[config.mk]
export PLATFORM = sky130hd
export DESIGN_NAME = vdi_front
export DESIGN_NICKNAME = d
export VERILOG_FILES = /design/src/hdl/vdi_pkg.sv /design/src/hdl/vdi_front.sv
export SDC_FILE = /design/constraint.sdc
export NUM_CORES = 1
export LEC_CHECK = 0
export ABC_AREA = 1
export BUFFER_PORTS_ARGS = -buffer_cell sky130_fd_sc_hd__buf_2
export CAP_MARGIN = 20
export CORE_ASPECT_RATIO = 1.75
export CORE_MARGIN = 4
export CORE_UTILIZATION = 48
export DETAILED_ROUTE_END_ITERATION = 7
export PLACE_DENSITY = 0.77
export SYNTH_ARGS = -nofsm -noshare
export SYNTH_HDL_FRONTEND = slang
export SYNTH_SLANG_ARGS = --single-unit
[constraint.sdc]
create_clock -name clk -period 12 [get_ports clk]
set_clock_uncertainty 0.15 [all_clocks]
set_input_delay 1.2 -clock clk [delete_from_list [all_inputs] [get_ports clk]]
set_output_delay 1.2 -clock clk [all_outputs]
set_load 0.005 [all_outputs]
[src/hdl/vdi_pkg.sv]
// Package with shared constants and types for the vertex deduplication indexer.
package vdi_pkg;
  localparam int TableDepth = 1024;
  localparam int AddrW = $clog2(TableDepth);
  localparam int CountW = $clog2(TableDepth + 1);
  localparam int KeyW = 256;
  localparam int IndexW = 10;

  typedef struct packed {
    logic            first;
    logic [KeyW-1:0] key;
  } vdi_item_t;

  typedef struct packed {
    logic [IndexW-1:0] vertex_index;
    logic              is_new;
    logic              overflow;
  } vdi_result_t;
endpackage

[src/hdl/vdi_front.sv]
// Front part: accepts vertices and queues them for the search engine.
module vdi_front (
  input  logic               clk,
  input  logic               rst,
  input  logic               in_valid,
  output logic               in_stall,
  input  vdi_pkg::vdi_item_t in_item,
  output logic               q_valid,
  input  logic               q_take,
  output vdi_pkg::vdi_item_t q_item
);
  import vdi_pkg::*;

  vdi_item_t slot [2];
  logic [1:0] fill;
  logic       wptr;
  logic       rptr;
  logic       push;
  logic       pop;

  assign in_stall = fill[1];
  assign push = in_valid && !fill[1];
  assign pop = q_take && (fill != 2'd0);
  assign q_valid = fill != 2'd0;
  assign q_item = slot[rptr];

  always_ff @(posedge clk) begin
    if (push) begin
      slot[wptr] <= in_item;
    end
    if (rst) begin
      fill <= 2'd0;
      wptr <= 1'b0;
      rptr <= 1'b0;
    end else begin
      if (push) wptr <= !wptr;
      if (pop) rptr <= !rptr;
      fill <= fill + {1'b0, push} - {1'b0, pop};
    end
  end
endmodule

**Word-level counts from Yosys, hierarchy flattened**

Memories as Yosys holds them, arrays and structs flattened. A register that Yosys moved wholly into a read port is not among the register bits.
Index checks and enable logic that the tools add are counted.
W data, S select, Z words.

- $add $sub $neg: 2
- Mux-type cells: 4
- Reductions and logical operators: 6

Operator list:

| operator | count |
|---|---|
| $mux W1 | 4 |
| $logic_not A1 Y1 | 3 |
| $add A2 B1 Y2 | 1 |
| $logic_and A1 B1 Y1 | 2 |
| $reduce_bool A2 Y1 | 1 |
| $sub A2 B1 Y2 | 1 |

- Bits in registers: 4
- Bits in writable memories: 514
- Input port bits: 261
- Output and inout bits: 259
- Word-level logic and storage cells: 16
- Memories kept: 1

Memories:

| memory | depth | width | read ports | clocked after memory_dff | wr ports | RTL line | RTL |
|---|---|---|---|---|---|---|---|
| slot | 2 | 257 | 1 | 1 | 1 | vdi_front.sv:14 | `vdi_item_t slot [2];` |

**Logic depth before layout (Yosys ltp)**

- Depth in word-level cells: 4
- Depth in mapped cells: 9

**Worst setup path before layout**

No wires, ideal clock.

- Path type: input -> register
- From: input in_valid
- To: memory slot[1][0] (netlist bit) (enable)
- Arrival time: 11.969 ns
- Required time: 10.969 ns
- Slack: -0.999 ns
- Stages on the path: 2
- Cells stage by stage: nand2_1 > nor2_1

- Word-level cells in the longest chain between the ends: 3

Ends and longest elaborated chain:

| item | RTL line | RTL |
|---|---|---|
| start: declaration | vdi_front.sv:5 | `input logic in_valid,` |
| $logic_and A1 B1 Y1 | vdi_front.sv:22 | `assign push = in_valid && !fill[1];` |
| $mux W1 | vdi_front.sv:28 | `if (push) begin` |
| $mux W1 (implied by the code) | vdi_front.sv:29 | `slot[wptr] <= in_item;` |
| end: declaration | vdi_front.sv:14 |  |

Every way passes these cells.

==> impl_metrics.prom <==
# TYPE chip_impl_metric gauge
chip_impl_metric{name="slew-limit-headroom",unit="%"} 19.0
chip_impl_metric{name="placement.io_buffers",unit=""} 519
chip_impl_metric{name="top_level_ports",unit=""} 520
chip_impl_metric{name="hold_viol_final",unit=""} 0
chip_impl_metric{name="proportion_of_synthesized_flip_flops_having_asynchronous_set_or_reset",unit="%"} 0
chip_impl_metric{name="finalWorstPathRequiredPeriod",unit="ps"} 4780
chip_impl_metric{name="worstPathMaxFanout",unit=""} 46
chip_impl_metric{name="post_synth_inst_count",unit=""} 832
chip_impl_metric{name="fmax",unit="MHz"} 209
chip_impl_metric{name="synth_largest_type_area_fraction",unit="%"} 78.0
chip_impl_info{name="timing.rr.end",value="slot[1][227]"} 1
chip_impl_metric{name="layout_worst_path_cycle_share",unit="%"} 39.8
chip_impl_metric{name="power.ir.vdd_worst",unit="V"} 0.000145
chip_impl_metric{name="synth.yosys.seq_area_share",unit="%"} 78.5
chip_impl_info{name="timing.critical_path.from_type",value="flop"} 1
chip_impl_metric{name="first_pass_grt_wire_length",unit="mm"} 62.2
chip_impl_metric{name="ctsHtreeMaxLevel",unit=""} 2
chip_impl_metric{name="worst-r2r-cell-count",unit=""} 5
chip_impl_metric{name="areaGrowthSynthToFinish",unit="%"} 22.5
chip_impl_metric{name="grt_usage",unit="%"} 18.5
chip_impl_metric{name="routabilityCongestion",unit=""} 0.814
chip_impl_metric{name="vias_in_the_first_global_route",unit=""} 10500
chip_impl_metric{name="std_cell_rows",unit=""} 98
chip_impl_metric{name="post_drt_wl_per_cell",unit="microns"} 21.7
chip_impl_metric{name="die-area",unit="sq mm"} 0.0447
chip_impl_info{name="cts_root_buf",value="clkbuf_16"} 1
chip_impl_info{name="synth.most_common_cell",value="edfxtp_1"} 1
chip_impl_info{name="synth.largest_area_cell",value="edfxtp_1"} 1
chip_impl_metric{name="post_drt_via_cell_ratio",unit=""} 4.91
chip_impl_info{name="critical_path.endpoint",value="q_item[191]"} 1
chip_impl_metric{name="synth.ff_latch_count",unit=""} 519
chip_impl_metric{name="drt-initial-drc-count",unit=""} 445
chip_impl_info{name="dominant_synthesized_flop_cell",value="edfxtp_1"} 1
chip_impl_metric{name="worst_skew_pair.late_latency",unit="ps"} 540
chip_impl_metric{name="drv_cap",unit=""} 0
chip_impl_metric{name="synth_fp_nets",unit=""} 1094
chip_impl_metric{name="crit_required",unit="ps"} 10650
chip_impl_metric{name="critical_path_arrival",unit="ps"} 3430
chip_impl_metric{name="globalRoute.totalOverflow",unit=""} 0
chip_impl_metric{name="finalSetupViolCount",unit=""} 0
chip_impl_info{name="outcome",value="finished clean"} 1
chip_impl_metric{name="die-height",unit="microns"} 277
chip_impl_metric{name="via_count",unit=""} 9730
chip_impl_metric{name="fillcell_total",unit=""} 3034
chip_impl_metric{name="cts_hold_buf",unit=""} 0
chip_impl_info{name="reg_to_reg_start",value="fill[1]"} 1
chip_impl_metric{name="post_route_design_area",unit="sq mm"} 0.0242
chip_impl_metric{name="drive_above_1_share",unit="%"} 60.3
chip_impl_metric{name="floorplan.core_area",unit="sq mm"} 0.0408
chip_impl_metric{name="dieWidth",unit="microns"} 161
chip_impl_metric{name="clock_tree.buffer_depth",unit=""} 3
chip_impl_info{name="synth_top_cells_by_count",value="514 x edfxtp_1, 230 x mux2_4, 27 x mux2_2"} 1
chip_impl_info{name="cts_tree",value="done"} 1
chip_impl_metric{name="rrSetupSlack",unit="ps"} 9000
chip_impl_info{name="criticalPathCategory",value="flop to primary output"} 1
chip_impl_metric{name="post-dp-hpwl",unit="mm"} 30.8
chip_impl_metric{name="tightestPinTransition",unit="ps"} 1220
chip_impl_metric{name="antenna_violations_before_repair",unit=""} 22
chip_impl_metric{name="synth_area_per_cell",unit="sq um"} 23.8
chip_impl_metric{name="placement.cell_area",unit="sq mm"} 0.0228
chip_impl_metric{name="finalWirelength",unit="mm"} 42.9
chip_impl_metric{name="layout.nets",unit=""} 1642
chip_impl_info{name="hold_class",value="flop to flop"} 1
chip_impl_metric{name="total_leakage_power",unit="nW"} 9.44
chip_impl_metric{name="final_max_slew_viol_count",unit=""} 0
chip_impl_metric{name="powerDensity",unit="mW/mm^2"} 200
chip_impl_info{name="rsz0062_at_grt",value="no"} 1
chip_impl_metric{name="grt_max_degree",unit=""} 130
chip_impl_metric{name="total_clock_buffers_created_by_cts",unit=""} 45
chip_impl_metric{name="post-route-drc-count",unit=""} 0
chip_impl_metric{name="path_clk_slew",unit="ps"} 60
chip_impl_metric{name="synth_area",unit="sq mm"} 0.0198
chip_impl_info{name="timing.critical_path.to_type",value="primary output"} 1
chip_impl_metric{name="yosysUniqueCellTypes",unit=""} 18
chip_impl_metric{name="cts_setup_buffers",unit=""} 0
chip_impl_metric{name="detail-route-antenna-nets",unit=""} 0
chip_impl_metric{name="drtPass1Iterations",unit=""} 4
chip_impl_metric{name="number_of_synthesized_flops_with_an_enable_pin",unit=""} 514
chip_impl_metric{name="tns_setup",unit="ps"} 0
chip_impl_metric{name="initial_utilization",unit="%"} 48.4
chip_impl_info{name="post_synth_main_area_contributors",value="edfxtp_1 78%, mux2_4 17%, mux2_2 1.5%, buf_6 0.85%, buf_8 0.83%"} 1
chip_impl_metric{name="yosys_warnings",unit=""} 0
chip_impl_metric{name="post_cts.resized_instances",unit=""} 0
chip_impl_metric{name="clkSinkCount",unit=""} 519
-- worst max-delay path: stages (launching register included) --
cell,delay (ps)
dfxtp_4,860
buf_4,730
buf_4,740
mux2_4,350
buf_2,130
-- routing by layer --
metal | global-route usage [%] | vias to the layer above | wire [microns]
met5 | 0 | - | 27
met4 | 9.96 | 4 | 1940
met3 | 5.22 | 98 | 3120
met2 | 33.2 | 407 | 23000
met1 | 19.4 | 4799 | 14900
li1 | - | 4422 | -
-- metrics by stage --
stage	power, W	util (%)	hold slack (ps)	cells	worst slack [ps]
after global placement	0.00350	55.9	309	1883	7820
after CTS	0.00490	59.2	336	1962	7170
after global routing	0.00504	59.4	373	1979	7030
final	0.00484	59.4	336	1980	7220
after floorplan	0.00316	-	297	832	3360
after detailed placement	0.00353	55.9	326	1883	7770
-- area by class of cell --
type	count	area [sq um]	area share [%]
flip-flops and latches	519	15500	64.1
multi-input cells	276	3870	16.0
repair buffers	530	2690	11.1
clock buffers	52	1150	4.75
well taps	550	688	2.84
clock inverters	27	221	0.914
diodes	18	45.0	0.186
inverters	8	30.0	0.124
-- state kept, by name, summed over array words and instances, names as in the netlist, named ones only --
| register | count |
|---|---|
| fill | 2 |
| wptr | 1 |
| rptr | 1 |
| slot | 514 |
-- kinds of logic after synthesis --
kind of cell | count (synthesis) | share of synthesized area [%]
adders and majority gates | 1 | 0.0632
and+or+nand+nor | 12 | 0.253
DFF | 519 | 78.5
buffers and inverters | 37 | 1.99
muxes | 257 | 19.0
xor gates and xnor gates | 1 | 0.0443
AOI/OAI and AO/OA | 5 | 0.126
-- worst min-delay path by stage --
stage          from    to  slack (ps)  cells after the start
2_1_floorplan  rptr  flop         300                      2
3_3_place_gp   rptr  rptr         310                      2
3_5_place_dp   rptr  flop         330                      2
4_1_cts        rptr  flop         340                      2
5_1_grt        rptr  rptr         370                      2
6_report       rptr  flop         340                      2
-- cells in the final DEF (no fill, tap or decap), drive strengths merged --
master,n
nand3,1
inv,11
dfxtp,5
bufinv,3
nand2,5
clkinvlp,1
nor3,1
ha,1
xor2,1
buf,530
clkbuf,52
nor2,4
o21ai,1
a21oi,4
clkinv,20
mux2,257
diode,18
nand4,1
edfxtp,514
-- where the power goes --
part           switching, W  total [W]  internal (W)
clock network      0.000604    0.00136      0.000755
registers         0.0000814    0.00236       0.00228
logic              0.000525    0.00112      0.000594
total               0.00121    0.00484       0.00363
(Power assumes the default switching activity.)
